--- src/rtl/rof_pkg.sv ---
// ----------------------------------------------------------------------------
// rof_pkg
// Shared types and constants of the ray occlusion finder.
// ----------------------------------------------------------------------------
package rof_pkg;

  localparam int HEIGHT_BITS = 16;

  // Commands from the controller to the datapath
  typedef struct packed {
    logic accept;     // input transaction taken this cycle
    logic clear_set;  // empty the store for the next set
    logic rd_en;      // read the point store
    logic rd_sel_k;   // read address is k (else j)
    logic latch_k;    // capture the point under test
    logic j_clear;    // restart the inner index
    logic j_inc;      // advance the inner index
    logic mul;        // register the cross-product terms
    logic cmp;        // evaluate one occluder candidate
    logic mark;       // write the hidden bit of point k, advance k
    logic sel_start;  // start a selection pass
    logic sel_cmp;    // compare one hidden point against the best so far
    logic out_load;   // load the output register from the best point
    logic emit;       // output transaction done
  } rof_cmd_t;

  // Status from the datapath to the controller
  typedef struct packed {
    logic k_done;
    logic j_done;
    logic j_hidden;
    logic best_found;
  } rof_sts_t;

endpackage

--- src/rtl/rof_ctrl.sv ---
// ----------------------------------------------------------------------------
// rof_ctrl
// Sequencer: loading, pairwise occlusion marking, sorted emission.
// ----------------------------------------------------------------------------
module rof_ctrl (
  input  logic              clk,
  input  logic              rst,
  input  logic              in_valid,
  input  logic              is_final,
  output logic              in_stall,
  output logic              out_valid,
  input  logic              out_stall,
  input  rof_pkg::rof_sts_t sts,
  output rof_pkg::rof_cmd_t cmd
);
  import rof_pkg::*;

  typedef enum logic [10:0] {
    S_LOAD = 11'b000_0000_0001,
    S_KRD  = 11'b000_0000_0010,
    S_KLAT = 11'b000_0000_0100,
    S_JRD  = 11'b000_0000_1000,
    S_JMUL = 11'b000_0001_0000,
    S_JCMP = 11'b000_0010_0000,
    S_KEND = 11'b000_0100_0000,
    S_SRD  = 11'b000_1000_0000,
    S_SCMP = 11'b001_0000_0000,
    S_SEND = 11'b010_0000_0000,
    S_OUT  = 11'b100_0000_0000
  } state_t;

  state_t state, state_next;

  // State register
  always_ff @(posedge clk) begin
    if (rst) begin
      state <= S_LOAD;
    end else begin
      state <= state_next;
    end
  end

  assign in_stall  = (state != S_LOAD);
  assign out_valid = (state == S_OUT);

  // Next state and commands
  always_comb begin
    state_next = state;
    cmd        = '0;
    case (state)
      S_LOAD: begin
        cmd.accept = in_valid;
        if (in_valid && is_final) begin
          state_next = S_KRD;
        end
      end
      S_KRD: begin
        if (sts.k_done) begin
          cmd.sel_start = 1'b1;
          state_next    = S_SRD;
        end else begin
          cmd.rd_en    = 1'b1;
          cmd.rd_sel_k = 1'b1;
          state_next   = S_KLAT;
        end
      end
      S_KLAT: begin
        cmd.latch_k = 1'b1;
        cmd.j_clear = 1'b1;
        state_next  = S_JRD;
      end
      S_JRD: begin
        if (sts.j_done) begin
          state_next = S_KEND;
        end else begin
          cmd.rd_en  = 1'b1;
          state_next = S_JMUL;
        end
      end
      S_JMUL: begin
        cmd.mul    = 1'b1;
        state_next = S_JCMP;
      end
      S_JCMP: begin
        cmd.cmp    = 1'b1;
        cmd.j_inc  = 1'b1;
        state_next = S_JRD;
      end
      S_KEND: begin
        cmd.mark   = 1'b1;
        state_next = S_KRD;
      end
      S_SRD: begin
        if (sts.j_done) begin
          state_next = S_SEND;
        end else if (sts.j_hidden) begin
          cmd.rd_en  = 1'b1;
          state_next = S_SCMP;
        end else begin
          cmd.j_inc = 1'b1;
        end
      end
      S_SCMP: begin
        cmd.sel_cmp = 1'b1;
        cmd.j_inc   = 1'b1;
        state_next  = S_SRD;
      end
      S_SEND: begin
        if (sts.best_found) begin
          cmd.out_load = 1'b1;
          state_next   = S_OUT;
        end else begin
          cmd.clear_set = 1'b1;
          state_next    = S_LOAD;
        end
      end
      S_OUT: begin
        if (!out_stall) begin
          cmd.emit      = 1'b1;
          cmd.sel_start = 1'b1;
          state_next    = S_SRD;
        end
      end
      default: begin
        state_next = S_LOAD;
      end
    endcase
  end

  // Loading and emission never overlap
  a_one_side: assert property (@(posedge clk) disable iff (rst) !in_stall |-> !out_valid)
    else $error("input taken while a result is shown");

  // A result is only shown after the output register was loaded
  a_out_after_load: assert property (@(posedge clk) disable iff (rst)
    $rose(out_valid) |-> $past(cmd.out_load))
    else $error("result shown without a load");

  // A final point always leaves the load state
  a_final_leaves: assert property (@(posedge clk) disable iff (rst)
    (state == S_LOAD && in_valid && is_final) |=> in_stall)
    else $error("final point did not start processing");

endmodule

--- config.mk ---
export PLATFORM = sky130hd
export DESIGN_NAME = rof_ctrl
export DESIGN_NICKNAME = d
export VERILOG_FILES = /design/src/rtl/rof_pkg.sv /design/src/rtl/rof_ctrl.sv
export SDC_FILE = /design/constraint.sdc
export NUM_CORES = 1
export LEC_CHECK = 0
export BUFFER_PORTS_ARGS = -buffer_cell sky130_fd_sc_hd__buf_2
export CAP_MARGIN = 5
export CORE_MARGIN = 5
export CORE_UTILIZATION = 44
export CTS_BUF_LIST = sky130_fd_sc_hd__clkbuf_16
export DETAILED_ROUTE_END_ITERATION = 12
export GPL_TIMING_DRIVEN = 0
export PLACE_DENSITY_LB_ADDON = 0.12
export SYNTH_ARGS = -nofsm -noshare
export SYNTH_HDL_FRONTEND = slang
export SYNTH_SLANG_ARGS = --single-unit
--- constraint.sdc ---
create_clock -name clk -period 1.57 [get_ports clk]
set_input_delay 0 -clock clk [delete_from_list [all_inputs] [get_ports clk]]
set_output_delay 0 -clock clk [all_outputs]
set_load 0.02 [all_outputs]
==> Yosys cells after proc, flatten, opt, wreduce, memory -nomap -nowiden <==
Cells that the tools add are included.
{ "totals": {"mem_bits_rw": 0, "mem_bits_ro": 0, "ff_bits": 11, "mem_count": 0, "latchBits": 0, "wordCells": 51, "out_inout_bits": 16} }
{ "classes": {"n_reduce_logical": 4, "mux": 31, "div_mod_pow": 0, "addsub": 0, "shifts": 0, "bitwise": 0, "eq_ne": 15, "n_mul": 0, "magnitude_cmp": 0} }
{ "ops": {"columns": ["op", "n"], "rows": [
  ["11-bit one-hot mux with 10 select lines", 1],
  ["11-bit two-way mux", 5],
  ["1-bit two-way mux", 18],
  ["11-bit by 1-bit equality test with 1-bit output, second input constant", 1],
  ["11-bit by 10-bit equality test with 1-bit output, second input constant", 1],
  ["11-bit equality test, second input constant", 1],
  ["11-bit by 2-bit equality test with 1-bit output, second input constant", 1],
  ["11-bit by 3-bit equality test with 1-bit output, second input constant", 1],
  ["11-bit by 4-bit equality test with 1-bit output, second input constant", 1],
  ["11-bit by 5-bit equality test with 1-bit output, second input constant", 1],
  ["11-bit by 6-bit equality test with 1-bit output, second input constant", 1],
  ["11-bit by 7-bit equality test with 1-bit output, second input constant", 1],
  ["11-bit by 8-bit equality test with 1-bit output, second input constant", 1],
  ["11-bit by 9-bit equality test with 1-bit output, second input constant", 1],
  ["11-bit by 1-bit != test with 1-bit output, second input constant", 1],
  ["8-bit two-way mux", 1],
  ["7-bit two-way mux", 1],
  ["2-bit two-way mux", 2],
  ["2-bit != test, second input constant", 2],
  ["1-bit one-hot mux with 2 select lines", 2],
  ["2-bit OR reduction", 2],
  ["3-bit != test, second input constant", 1],
  ["1-bit one-hot mux with 3 select lines", 1],
  ["3-bit AND reduction", 1],
  ["1-bit logical AND", 1]
]} }

==> Longest topological paths before layout <==
Gate-level depths: netlist (run 1).
{ "depth": {"depth_word": 3, "mapped_depth": 6, "mapped_depth_nobuf": 5} }

==> Worst setup path before layout (run 1) <==
OpenSTA, ideal clock, no wires.
{ "synth_timing": {"path_kind": "register to output", "startpoint": "register state[6]", "endpoint": "output cmd[3] (netlist bit)", "path_stages_with_launch": 6, "arrival_time_ns": 1.798, "n_path_buf": 1, "t_required_ns": 1.570, "slack_ns": -0.228, "path_cell_list": "dfxtp_1 clkbuf_1 nor3_2 nand3_1 nor4_2 nand2b_1"} }
{ "synth_lines": {"columns": ["element", "line", "source"], "rows": [
  ["start: declaration", "rof_ctrl.sv:32", "state_t state, state_next;"],
  ["start signal: assignment", "rof_ctrl.sv:39", "state <= state_next;"],
  ["end: declaration", "rof_ctrl.sv:14", "output rof_pkg::rof_cmd_t cmd"]
]} }

==> impl_summary.log, run 1 <==
[metrics] run status: finished with violations
[metrics] violations in the final reports: setup timing
[metrics] part of the cycle the worst path needs: 108%
[metrics] initial antenna violation count: 0
[metrics] gate count after technology mapping: 97
[metrics] final setup margin: -0.119 ns
[metrics] residual antenna-violating net count after detailed routing: 0
[metrics] die footprint: 2780 sq um
[metrics] Post-synth ARST share: 0%
[metrics] count of distinct cell types in the synthesized netlist: 39
[metrics] Crit. End Element: primary output
[metrics] I/O pins: 25
[metrics] Longest Clk Path Bufs: 2
[metrics] post-route met1 wirelength: 1.17 mm
[metrics] crit path launch type: register
[metrics] Critical Path Fanout Max: 5
[metrics] layout cell share with drive strength beyond 1: 63.0%
[metrics] Die Span X: 52.7 um
[metrics] floorplan row count: 15
[metrics] total global-route track usage: 22.0%
[metrics] detailed route wirelength on metal2: 1.52 mm
[metrics] reported leakage power: 0.634 nW
[metrics] Slew Viols, Final: 0
[metrics] clock tree from TritonCTS: yes
[metrics] Data arrival, critical path: 1.69 ns
[metrics] warning count from the yosys run: 0
[metrics] f_max: 0.592 GHz
[metrics] minimum period implied by the final worst setup slack: 1.69 ns
[metrics] largest clock skew in the final design: 0.000803 ns
[metrics] worst min-delay path class: primary input to register
[metrics] flip-flop count of the largest register after layout: 11
[metrics] wire length of the first global-routing pass: 4.42 mm
[metrics] NumNets Final: 156
[metrics] remaining routing DRC violations: 0
[metrics] largest registers: state: 11 flops
[metrics] number of design-rule violations left by the first detailed-router iteration: 25
[metrics] largest net degree at the start of global routing: 9
[metrics] FF+latch count, synth: 11
[metrics] CTS buffer count: 3
[metrics] clk slew on worst S/H paths: 0.04 ns
[metrics] antenna diode count: 0
[metrics] area of placed instances: 975 sq um
[metrics] ys flop type: sky130_fd_sc_hd__dfxtp_1
[metrics] number of nets produced by synthesis: 106
[metrics] post-detailed-placement half-perimeter wirelength: 1.61 mm
[metrics] uppermost metal layer occupied by signal nets: met4
[metrics] most frequent cells in the layout: sky130_fd_sc_hd__buf_4 (24), sky130_fd_sc_hd__nand4_1 (11), sky130_fd_sc_hd__buf_2 (11), sky130_fd_sc_hd__buf_6 (11), sky130_fd_sc_hd__nor2_1 (7)
[metrics] chip height: 52.7 um
[metrics] clock insertion delay at the later pin of the skew report: 0.24 ns
[metrics] routability-driven placement congestion ratio: 0.871
[metrics] met3 layer wire length in the routed design: 214 um
[metrics] utilization after layout: 83.0%
[metrics] number of clock sinks: 11
[metrics] total of endpoints with negative setup slack in the final report: 16
[metrics] area growth from synthesis to layout: 78.8%
[metrics] count of TritonRoute iterations in the first routing pass: 4
[metrics] number of buffers added on ports: 24
[metrics] most common cell after layout, fill and taps aside: sky130_fd_sc_hd__buf_4
[metrics] register with the most flip-flops: state
[metrics] CTS H-Tree Depth: 1
[metrics] wire length per cell: 17.3 um
[metrics] number of max-cap violations: 0
[metrics] summed negative setup slack over all endpoints: -1.11 ns
[metrics] via-per-instance ratio: 5.84
[metrics] Finished Cell Area: 1430 sq um
[metrics] initial cell density of the core: 46.4%
[metrics] unrepaired setup endpoints after global routing: yes
[metrics] routed vias: 998
[metrics] endpoints failing hold: 0
[metrics] Max-Slew Margin vs Limit: 79.0%
[metrics] power per cell area: 825 nW/um^2
[metrics] total detailed-routing wirelength: 2.96 mm
[metrics] slew at the pin closest to its max-slew limit: 0.314 ns
[metrics] Root Buffer: sky130_fd_sc_hd__clkbuf_16
[metrics] maximum vdd drop: 0.744 mV
[metrics] sequential-to-total area share from yosys stat: 27.5%
[metrics] number of synthesized flops with an enable pin: 0
[metrics] overflow left after global routing: 0
[metrics] Required @ worst endpoint: 1.57 ns
[metrics] Setup CP Type: register to primary output
[metrics] Placeable Area: 1730 sq um
[metrics] average instance area after synthesis: 8.27 sq um
[metrics] area of the mapped netlist: 802 sq um
[metrics] vias in the first global route: 957
## synth_stat cells, drive strengths merged (2+ instances only)
library cell	count	area (sq um)
or2	2	12.5
and2	2	13.8
nand2b	2	12.5
a21oi	2	10.0
nor4	6	58.8
nor3	8	55.1
nor2b	3	18.8
nor4b	4	35.0
xor2	3	26.3
nor2	10	37.5
dfxtp	11	220
nand3	3	20.0
nand2	5	18.8
buf	2	18.8
or3	2	12.5
inv	6	22.5
nand4	11	68.8
## metrics by stage
stage / std cells / total power (W) / hold WS [ns] / setup WS, ns
global placement: 146 / 0.000581 / 0.203 / -0.236
floorplan: 97 / 0.000511 / 0.0389 / -0.0274
global route: 171 / 0.00123 / 0.0533 / -0.210
CTS: 163 / 0.00111 / 0.0308 / -0.0901
detailed placement: 146 / 0.000584 / 0.203 / -0.218
finish: 171 / 0.00118 / 0.0355 / -0.119
## area by class of cell
| class | instances | area, sq um |
|---|---|---|
| clock buffer | 3 | 75.1 |
| buffer | 1 | 7.51 |
| fill | 102 | 293 |
| timing repair buffer | 47 | 372 |
| tap | 25 | 31.3 |
| clock inverter | 1 | 3.75 |
| inverter | 6 | 25.0 |
| multi-input combinational | 77 | 671 |
| sequential | 11 | 249 |
## routing by layer
layer	vias to the layer above	global-route usage, %
met4	0	11.5
met2	49	38.4
met5	-	0
met1	480	23.4
met3	6	6.55
li1	463	-
## kinds of logic after synthesis
group / share of synthesized area, %
buffers and inverters: 5.62
and+or+nand+nor: 54.0
xor gates and xnor gates: 3.28
AOI/OAI and AO/OA: 9.67
DFF: 27.5
## worst max-delay path: stages, from the launching register on
cell and delay [ns]:
sky130_fd_sc_hd__dfxtp_4 0.37, sky130_fd_sc_hd__buf_4 0.15, sky130_fd_sc_hd__and2b_2 0.21, sky130_fd_sc_hd__and3_1 0.21, sky130_fd_sc_hd__or3_4 0.37, sky130_fd_sc_hd__buf_6 0.14
## path summary, 6_finish.rpt
path	startpoint	to	slack, ns	cells after the start
worst min-delay path	sts[2]	state[8]	0.04	2
worst max register to register	state[10]	state[4]	-0.10	7
worst max-delay path	state[8]	cmd[7]	-0.12	5
worst min register to register	state[3]	state[7]	0.64	3
## where the power goes
| group | leakage (nW) | internal (W) | switching [W] |
|---|---|---|---|
| registers | 0.0955 | 0.000289 | 0.0000297 |
| logic | 0.497 | 0.000189 | 0.000209 |
| clock network | 0.0423 | 0.000335 | 0.000131 |
## repair_timing
| item | 4_1_cts | 5_1_grt |
|---|---|---|
| setup endpoints to repair | 24 | 24 |
| hold buffers | 2 | 0 |
| pin swaps | 12 | 13 |
| buffers inserted | 13 | 8 |
| hold endpoints to repair | 3 | 0 |
| resized for setup | 35 | 30 |
Power figures use the tool's default switching activity.
==> run 2, diff against run 1 <==
- ABC_AREA: default -> 1
- CORE_ASPECT_RATIO: default -> 0.8
- PLACE_DENSITY: default -> 0.73
- PLACE_DENSITY_LB_ADDON: 0.12 -> default
==> run 2 against run 1 <==
Effect of this change: the run now ends clean; largest cell class unchanged; worst setup slack improved by 0.21 ns; fmax increased by 14%; largest power group is now combinational cells; routed wire length decreased by 35%; highest routed layer unchanged.
==> impl_summary.log, run 2 <==
[metrics] power per cell area: 1380 nW/um^2 (was 825 nW/um^2)
[metrics] overflow left after global routing: 0 (unchanged)
[metrics] maximum vdd drop: 0.744 mV (about the same)
[metrics] die footprint: 2720 sq um (was 2780 sq um)
[metrics] initial cell density of the core: 46.9% (was 46.4%)
[metrics] number of buffers added on ports: 23 (was 24)
[metrics] most common cell after layout, fill and taps aside: sky130_fd_sc_hd__inv_1 (was sky130_fd_sc_hd__buf_4)
[metrics] residual antenna-violating net count after detailed routing: 0 (unchanged)
[metrics] area of placed instances: 921 sq um (was 975 sq um)
[metrics] chip height: 47.6 um (was 52.7 um)
[metrics] cell with the biggest individual delay on the critical path: sky130_fd_sc_hd__dfxtp_1 (was sky130_fd_sc_hd__dfxtp_4)
[metrics] crit path launch type: register (unchanged)
[metrics] cell count after placement: 172 (was 146)
[metrics] number of max-cap violations: 0 (unchanged)
[metrics] remaining routing DRC violations: 0 (unchanged)
[metrics] Data arrival, critical path: 1.48 ns (was 1.69 ns)
[metrics] total detailed-routing wirelength: 1.91 mm (was 2.96 mm)
[metrics] summed negative setup slack over all endpoints: 0 ns (was -1.11 ns)
[metrics] count of TritonRoute iterations in the first routing pass: 4 (unchanged)
[metrics] Seq pwr share: 24.0% (was 26.9%)
[metrics] largest net degree at the start of global routing: 11 (was 9)
[metrics] wire length per cell: 10.8 um (was 17.3 um)
[metrics] Cell Chain, Critical Path: nor2_2 -> nand2_2 -> nor2_4 -> nand2_1 -> o21ai_0 -> buf_2 (was buf_4 -> and2b_2 -> and3_1 -> or3_4 -> buf_6)
[metrics] total global-route track usage: 15.4% (was 22.0%)
[metrics] Critical Path Max Stage Delay: 0.32 ns (was 0.37 ns)
[metrics] reported leakage power: 0.642 nW (was 0.634 nW)
[metrics] part of the power in combinational logic: 42.8% (was 33.7%)
[metrics] largest clock skew in the final design: 0.00123 ns (was 0.000803 ns)
[metrics] total of endpoints with negative setup slack in the final report: 0 (was 16)
[metrics] ranking of synthesized cells by area: sky130_fd_sc_hd__dfxtp_1 (28%), sky130_fd_sc_hd__inv_1 (14%), sky130_fd_sc_hd__nand2_1 (14%) (was sky130_fd_sc_hd__dfxtp_1 (27%), sky130_fd_sc_hd__nand4_1 (8.6%), sky130_fd_sc_hd__nor2_1 (4.7%))
[metrics] Post-synth ARST share: 0% (unchanged)
[metrics] FF+latch count, synth: 11 (unchanged)
[metrics] gate count after technology mapping: 127 (was 97)
[metrics] initial antenna violation count: 0 (unchanged)
[metrics] routability-driven placement congestion ratio: 0.856 (was 0.871)
[metrics] post-synth top area cell: sky130_fd_sc_hd__dfxtp_1 (unchanged)
[metrics] NumNets Final: 165 (was 156)
[metrics] Finished Cell Area: 1030 sq um (was 1430 sq um)
[metrics] antenna diode count: 0 (unchanged)
[metrics] worst min-delay path class: primary input to register (unchanged)
[metrics] number of design-rule violations left by the first detailed-router iteration: 17 (was 25)
[metrics] routed vias: 822 (was 998)
[metrics] proportion of netlist area held by the largest area contributor: 28.3% (was 27.5%)
[metrics] register with the most flip-flops: state (unchanged)
[metrics] part of the cycle the worst path needs: 94.2% (was 108%)
[metrics] flip-flop count of the largest register after layout: 11 (unchanged)
[metrics] layout cell share with drive strength beyond 1: 32.3% (was 63.0%)
[metrics] run status: finished clean (was finished with violations)
[metrics] area growth from synthesis to layout: 31.8% (was 78.8%)
[metrics] Longest Clk Path Bufs: 2 (unchanged)
[metrics] CTS H-Tree Depth: 1 (unchanged)
[metrics] minimum period implied by the final worst setup slack: 1.48 ns (was 1.69 ns)
[metrics] I/O pins: 25 (unchanged)
[metrics] area of the mapped netlist: 778 sq um (was 802 sq um)
[metrics] slew at the pin closest to its max-slew limit: 0.469 ns (was 0.314 ns)
[metrics] clock tree from TritonCTS: yes (unchanged)
[metrics] clk slew on worst S/H paths: 0.04 ns (about the same)
[metrics] count of distinct cell types in the synthesized netlist: 18 (was 39)
[metrics] endpoints failing hold: 0 (unchanged)
[metrics] number of clock sinks: 11 (unchanged)
[metrics] ys flop type: sky130_fd_sc_hd__dfxtp_1 (unchanged)
[metrics] Required @ worst endpoint: 1.57 ns (about the same)
[metrics] largest registers: state: 11 flops (unchanged)
[metrics] post-detailed-placement half-perimeter wirelength: 1.45 mm (was 1.61 mm)
[metrics] Max-Slew Margin vs Limit: 68.7% (was 79.0%)
[metrics] final cell count without fillers: 177 (was 171)
[metrics] most numerous cell types in the synthesized netlist: sky130_fd_sc_hd__inv_1 (29), sky130_fd_sc_hd__nand2_1 (29), sky130_fd_sc_hd__nor2_1 (16) (was sky130_fd_sc_hd__dfxtp_1 (11), sky130_fd_sc_hd__nand4_1 (11), sky130_fd_sc_hd__nor2_1 (10))
[metrics] number of synthesized flops with an enable pin: 0 (unchanged)
[metrics] most frequent cells in the layout: sky130_fd_sc_hd__inv_1 (30), sky130_fd_sc_hd__nand2_1 (28), sky130_fd_sc_hd__buf_2 (21) (was sky130_fd_sc_hd__buf_4 (24), sky130_fd_sc_hd__nand4_1 (11), sky130_fd_sc_hd__buf_2 (11), sky130_fd_sc_hd__buf_6 (11), sky130_fd_sc_hd__nor2_1 (7))
[metrics] proportion of total power due to net switching: 39.1% (was 31.2%)
[metrics] Root Buffer: sky130_fd_sc_hd__clkbuf_16 (unchanged)
[metrics] Clock power frac: 33.2% (was 39.4%)
[metrics] floorplan row count: 13 (was 15)
[metrics] Die Span X: 57.0 um (was 52.7 um)
[metrics] CTS buffer count: 3 (unchanged)
[metrics] clock insertion delay at the later pin of the skew report: 0.24 ns (about the same)
[metrics] Setup CP Type: register to primary output (unchanged)
[metrics] vias in the first global route: 735 (was 957)
[metrics] f_max: 0.676 GHz (was 0.592 GHz)
[metrics] Crit. End Element: primary output (unchanged)
[metrics] average instance area after synthesis: 6.13 sq um (was 8.27 sq um)
[metrics] Sw Pwr: 0.000553 W (was 0.000369 W)
[metrics] unrepaired setup endpoints after global routing: yes (unchanged)
[metrics] wire length of the first global-routing pass: 3.02 mm (was 4.42 mm)
[metrics] Internal Pwr Total: 0.000860 W (was 0.000813 W)
[metrics] number of nets produced by synthesis: 136 (was 106)
[metrics] via-per-instance ratio: 4.64 (was 5.84)
[metrics] sequential-to-total area share from yosys stat: 28.3% (was 27.5%)
[metrics] warning count from the yosys run: 0 (unchanged)
[metrics] Slew Viols, Final: 0 (unchanged)
[metrics] Critical Path Fanout Max: 5 (unchanged)
[metrics] Placeable Area: 1660 sq um (was 1730 sq um)
[metrics] overall power: 0.00141 W (was 0.00118 W)
[run 2: cell count changes after synthesis, sizes merged, moves of 3 or more]
cell / previous run / this run
nor3: 8 / 11
nand3: 3 / 11
nor2b: 3 / 0
nand2: 5 / 35
nor2: 10 / 25
nor4: 6 / 0
nand4: 11 / 0
xor2: 3 / 0
inv: 6 / 30
nor4b: 4 / 0
[run 2: layer usage]
layer  up-vias  GRT usage [%]  part of all wire [%]
met1       356           17.8                    47
met4         0           13.4                   3.0
met3         4           3.50                   6.9
met2        30           24.8                    43
li1        432              -                     -
met5         -              0                     0
[run 2: timing repair]
action | 4_1_cts | 5_1_grt
endpoints found under the setup margin | 0 | 3
hold buffers | 0 | 0
buffers inserted | 0 | 1
gates resized for setup | 0 | 6
[run 2: worst max-delay path, delay by kind of cell (launching register included)]
| kind | cells | cell delay (ns) |
|---|---|---|
| flops | 1 | 0.32 |
| buf+inv | 1 | 0.18 |
| compound gates | 1 | 0.16 |
| simple gates | 4 | 0.57 |
[run 2: kinds of logic (layout without fill, tap and decap cells)]
family	count (synthesis)	in the layout	synth area share, %
AO/OA/AOI/OAI	2	2	1.28
buffers and inverters	32	60	15.9
flip-flops	11	11	28.3
AND/OR/NAND/NOR	82	82	54.5
[run 2: cell type report]
class | instances | area [sq um]
fillers | 170 | 633
multi-input cells | 84 | 444
flip-flops and latches | 11 | 220
repair buffers | 24 | 131
inverters | 30 | 113
clock buffers | 3 | 75.1
well taps | 22 | 27.5
plain buffers | 2 | 11.3
clock inverters | 1 | 3.75
[run 2: through the flow]
step           hold WS, ns  worst slack (ns)  utilization [%]
2_1_floorplan       0.0798             0.268                -
3_3_place_gp         0.279             0.272             55.5
3_5_place_dp         0.285             0.255             55.5
4_1_cts             0.0344            0.0356             60.3
5_1_grt             0.0459          -0.00616             61.8
6_report            0.0318            0.0914             61.8
[run 2: path summary, 6_finish.rpt]
| check | to | depth (start not counted) | from | slack (ns) |
|---|---|---|---|---|
| worst max register to register | state[0] | 9 | state[2] | 0.17 |
| worst min-delay path | state[8] | 3 | sts[1] | 0.03 |
| worst max-delay path | cmd[3] | 6 | state[2] | 0.09 |
| worst min register to register | state[5] | 3 | state[5] | 0.62 |
[run 2: power by group through the flow]
stage | clock network (W) | registers, W | logic [W]
2_1_floorplan | 0 | 0.000339 | 0.000463
3_3_place_gp | 0 | 0.000341 | 0.000570
3_5_place_dp | 0 | 0.000343 | 0.000578
4_1_cts | 0.000476 | 0.000338 | 0.000584
5_1_grt | 0.000492 | 0.000342 | 0.000672
6_report | 0.000470 | 0.000339 | 0.000605
==> run 3, diff against run 2 <==
--- a/config.mk
+++ b/config.mk
@@ -7,4 +7,5 @@
 export LEC_CHECK = 0
 export ABC_AREA = 1
+export ABC_CLOCK_PERIOD_IN_PS = 1570
 export BUFFER_PORTS_ARGS = -buffer_cell sky130_fd_sc_hd__buf_2
 export CAP_MARGIN = 5
@@ -16,4 +17,5 @@
 export GPL_TIMING_DRIVEN = 0
 export PLACE_DENSITY = 0.73
+export SETUP_SLACK_MARGIN = 0.4
 export SYNTH_ARGS = -nofsm -noshare
 export SYNTH_HDL_FRONTEND = slang
==> constraint.sdc (replaced) <==
create_clock -name clk -period 1.57 [get_ports clk]
set_input_delay 0.314 -clock clk [delete_from_list [all_inputs] [get_ports clk]]
set_output_delay 0.314 -clock clk [all_outputs]
set_load 0.02 [all_outputs]
==> run 3 against run 2 <==
Effect of this change: the run now fails in 5_1_grt; area after synthesis stayed put; synthesized cell count unchanged.
==> impl_summary.log, run 3 <==
[metrics] run status: aborted with a tool error (was finished clean)
[metrics] Fail Step: 5_1_grt
[metrics] Error Message: [ERROR DPL-0033] detailed placement checks failed during check placement.
[metrics] number of nets produced by synthesis: 136 (unchanged)
[metrics] initial antenna violation count: 0
[metrics] floorplan row count: 13 (unchanged)
[metrics] ranking of synthesized cells by area: sky130_fd_sc_hd__dfxtp_1 (28%), sky130_fd_sc_hd__inv_1 (14%), sky130_fd_sc_hd__nand2_1 (14%) (unchanged)
[metrics] number of buffers inserted by hold repair at cts: 0 (unchanged)
[metrics] chip height: 47.6 um (unchanged)
[metrics] proportion of netlist area held by the largest area contributor: 28.3% (unchanged)
[metrics] Die Span X: 57.0 um (unchanged)
[metrics] post-synth top area cell: sky130_fd_sc_hd__dfxtp_1 (unchanged)
[metrics] Post-synth ARST share: 0% (unchanged)
[metrics] initial cell density of the core: 46.9% (unchanged)
[metrics] warning count from the yosys run: 0 (unchanged)
[metrics] sequential-to-total area share from yosys stat: 28.3% (unchanged)
[metrics] FF+latch count, synth: 11 (unchanged)
[metrics] area of placed instances: 1020 sq um (was 921 sq um)
[metrics] average instance area after synthesis: 6.13 sq um (unchanged)
[metrics] area of the mapped netlist: 778 sq um (unchanged)
[metrics] most numerous cell types in the synthesized netlist: sky130_fd_sc_hd__inv_1 (29), sky130_fd_sc_hd__nand2_1 (29), sky130_fd_sc_hd__nor2_1 (16) (unchanged)
[metrics] number of synthesized flops with an enable pin: 0 (unchanged)
[metrics] end pin of the worst setup path after global-route repair: cmd[11]
[metrics] Longest Clk Path Bufs: 2 (unchanged)
[metrics] largest net degree at the start of global routing: 11
[metrics] CTS buffer count: 3 (unchanged)
[metrics] ys flop type: sky130_fd_sc_hd__dfxtp_1 (unchanged)
[metrics] routability-driven placement congestion ratio: 0.799 (was 0.856)
[metrics] post-detailed-placement half-perimeter wirelength: 1.67 mm (was 1.45 mm)
[metrics] number of buffers added on ports: 23 (unchanged)
[metrics] I/O pins: 25 (unchanged)
[metrics] Worst EP kind: top-level output
[metrics] gate count after technology mapping: 127 (unchanged)
[metrics] CTS H-Tree Depth: 1 (unchanged)
[metrics] Root Buffer: sky130_fd_sc_hd__clkbuf_16 (unchanged)
[metrics] count of distinct cell types in the synthesized netlist: 18 (unchanged)
[metrics] number of clock sinks: 11 (unchanged)
[run 3: cell counts after synthesis]
Identical to the previous run, type by type.
[run 3: timing repair]
item | in CTS
pin swaps | 15
resized for setup | 55
endpoints found under the setup margin | 24
setup buffers | 17
[run 3: cells by family after synthesis]
| group | synth area share, % |
|---|---|
| AO/OA/AOI/OAI | 1.28 |
| buffers and inverters | 15.9 |
| flip-flops | 28.3 |
| AND/OR/NAND/NOR | 54.5 |
[run 3: per-stage QoR]
step | util (%) | setup TNS [ns] | std cells | worst slack, ns
floorplan | - | 0 | 127 | 0.220
global placement | 61.2 | 0 | 172 | 0.0356
detailed placement | 61.2 | -0.0332 | 172 | -0.0332
CTS | 85.4 | -1.24 | 193 | -0.159
==> run 4, diff against run 3 <==
- ABC_CLOCK_PERIOD_IN_PS: 1570 -> 2040
- CORE_AREA: default -> 5 5 66 68
- CORE_ASPECT_RATIO: 0.8 -> default
- CORE_MARGIN: 5 -> default
- CORE_UTILIZATION: 44 -> default
- CTS_BUF_LIST: sky130_fd_sc_hd__clkbuf_16 -> default
- DIE_AREA: default -> 0 0 71 73
- PLACE_DENSITY: 0.73 -> default
- PLACE_DENSITY_LB_ADDON: default -> 0.15
- SETUP_SLACK_MARGIN: 0.4 -> default
- clock period: 1.57 -> 2.04 ns (I/O delays scaled with it)
==> run 4 against run 3 <==
Effect of this change: the flow now finishes without violations.
==> impl_summary.log, run 4 (synthesis results as in run 2) <==
[metrics] floorplan row count: 23 (was 13)
[metrics] overflow left after global routing: 0
[metrics] Placeable Area: 3800 sq um
[metrics] Critical Path Fanout Max: 3
[metrics] Longest Clk Path Bufs: 2 (unchanged)
[metrics] Max-Slew Margin vs Limit: 64.4%
[metrics] initial cell density of the core: 20.5% (was 46.9%)
[metrics] number of clock sinks: 11 (unchanged)
[metrics] worst hold slack after final layout: 0.453 ns
[metrics] f_max: 0.526 GHz
[metrics] endpoints failing hold: 0
[metrics] total global-route track usage: 8.64%
[metrics] count of TritonRoute iterations in the first routing pass: 4
[metrics] number of max-cap violations: 0
[metrics] number of buffers added on ports: 23 (unchanged)
[metrics] number of design-rule violations left by the first detailed-router iteration: 6
[metrics] antenna diode count: 0
[metrics] flip-flop count of the largest register after layout: 11
[metrics] routability-driven placement congestion ratio: 0.742 (was 0.799)
[metrics] area of placed instances: 956 sq um (was 1020 sq um)
[metrics] largest registers: state: 11 flops
[metrics] crit path launch type: register
[metrics] Die Span X: 71 um (was 57.0 um)
[metrics] largest net degree at the start of global routing: 11
[metrics] chip height: 73 um (was 47.6 um)
[metrics] final-layout fill cell count: 454
[metrics] initial antenna violation count: 0
[metrics] I/O pins: 25 (unchanged)
[metrics] Data arrival, critical path: 1.49 ns
[metrics] die footprint: 5180 sq um
[metrics] slew at the pin closest to its max-slew limit: 0.534 ns
[metrics] reported leakage power: 0.614 nW
[metrics] area growth from synthesis to layout: 30.2%
[metrics] CTS buffer count: 3 (unchanged)
[metrics] largest clock skew in the final design: 0.00101 ns
[metrics] total of endpoints with negative setup slack in the final report: 0
[metrics] CTS H-Tree Depth: 1 (unchanged)
[metrics] residual antenna-violating net count after detailed routing: 0
[metrics] clk slew on worst S/H paths: 0.05 ns
[metrics] sequential standard cell area: 220 sq um
[metrics] register with the most flip-flops: state
[metrics] vias in the first global route: 754
[metrics] routed vias: 796
[metrics] NumNets Final: 165
[metrics] number of buffers inserted by hold repair at cts: 0 (unchanged)
[metrics] worst min-delay path class: primary input to register
[metrics] Crit. End Element: primary output
[metrics] via-per-instance ratio: 3.88
[metrics] wire length of the first global-routing pass: 3.48 mm
[metrics] power per cell area: 932 nW/um^2
[metrics] Finished Cell Area: 1010 sq um
[metrics] maximum vdd drop: 0.410 mV
[metrics] Setup CP Type: register to primary output
[metrics] post-detailed-placement half-perimeter wirelength: 1.78 mm (was 1.67 mm)
[metrics] wire length per cell: 9.86 um
[metrics] layout cell share with drive strength beyond 1: 31.0%
[metrics] run status: finished clean (was aborted with a tool error)
[metrics] clock insertion delay at the later pin of the skew report: 0.24 ns
[metrics] total detailed-routing wirelength: 2.02 mm
[metrics] part of the cycle the worst path needs: 93.2%
[metrics] cell count after placement: 200 (was 172)
[metrics] area of combinational cells with multiple inputs: 437 sq um
[metrics] Root Buffer: sky130_fd_sc_hd__clkbuf_8 (was sky130_fd_sc_hd__clkbuf_16)
[metrics] final cell count without fillers: 205
[metrics] remaining routing DRC violations: 0
[metrics] clock tree from TritonCTS: yes
[metrics] Slew Viols, Final: 0
[metrics] most frequent cells in the layout: sky130_fd_sc_hd__inv_1 (29), sky130_fd_sc_hd__nand2_1 (29), sky130_fd_sc_hd__buf_2 (22)
[metrics] minimum period implied by the final worst setup slack: 1.90 ns
[metrics] Required @ worst endpoint: 1.63 ns
[run 4: what timing repair did]
action,CTS,global route
setup buffers,0,1
setup endpoints to repair,0,1
hold endpoints to repair,0,0
resized for setup,0,2
[run 4: through the flow]
stage                     utilization, %  worst slack, ns  power [W]  setup TNS [ns]
after CTS                           26.4           0.0669   0.000947               0
after floorplan                        -            0.331   0.000618               0
after global placement              25.2            0.329   0.000718               0
after detailed placement            25.2            0.329   0.000719               0
final                               26.7            0.140   0.000945               0
after global routing                26.7         -0.00519    0.00102        -0.00519
[run 4: power by group]
group	internal [W]	switching, W
Clock	0.000138	0.0000849
Sequential	0.000240	0.0000195
Combinational	0.000162	0.000300
Total	0.000540	0.000405
[run 4: worst paths after layout]
kind                            slack, ns  endpoint  depth (start not counted)  startpoint
worst max-delay path                 0.14   cmd[11]                          8    state[1]
worst min-delay path                 0.45  state[8]                          3      sts[1]
worst max register to register       0.68  state[0]                          9    state[1]
worst min register to register       0.61  state[6]                          4    state[3]
[run 4: final cells by class]
type | instances | area share [%]
Multi-Input combinational cell | 84 | 43.1
Sequential cell | 11 | 21.7
Timing Repair Buffer | 24 | 12.3
Inverter | 30 | 11.1
Tap cell | 50 | 6.17
Clock buffer | 4 | 4.44
Buffer | 2 | 1.11
[run 4: worst max-delay path, stage by stage (launching register included)]
cell and delay, ns:
sky130_fd_sc_hd__dfxtp_1 0.32, sky130_fd_sc_hd__nor2_2 0.15, sky130_fd_sc_hd__nand2_2 0.11, sky130_fd_sc_hd__nor2_4 0.17, sky130_fd_sc_hd__nand2_4 0.08, sky130_fd_sc_hd__nor2_4 0.10, sky130_fd_sc_hd__nand2_1 0.09, sky130_fd_sc_hd__nand3_1 0.09
sky130_fd_sc_hd__buf_4 0.14
[run 4: layer usage]
| metal | vias to the layer above | global-route usage, % | share of wire (%) |
|---|---|---|---|
| met5 | - | 0 | 0 |
| met4 | 0 | 4.38 | 1.3 |
| met3 | 2 | 1.10 | 2.7 |
| met2 | 11 | 14.2 | 49 |
| met1 | 348 | 11.1 | 47 |
| li1 | 435 | - | - |
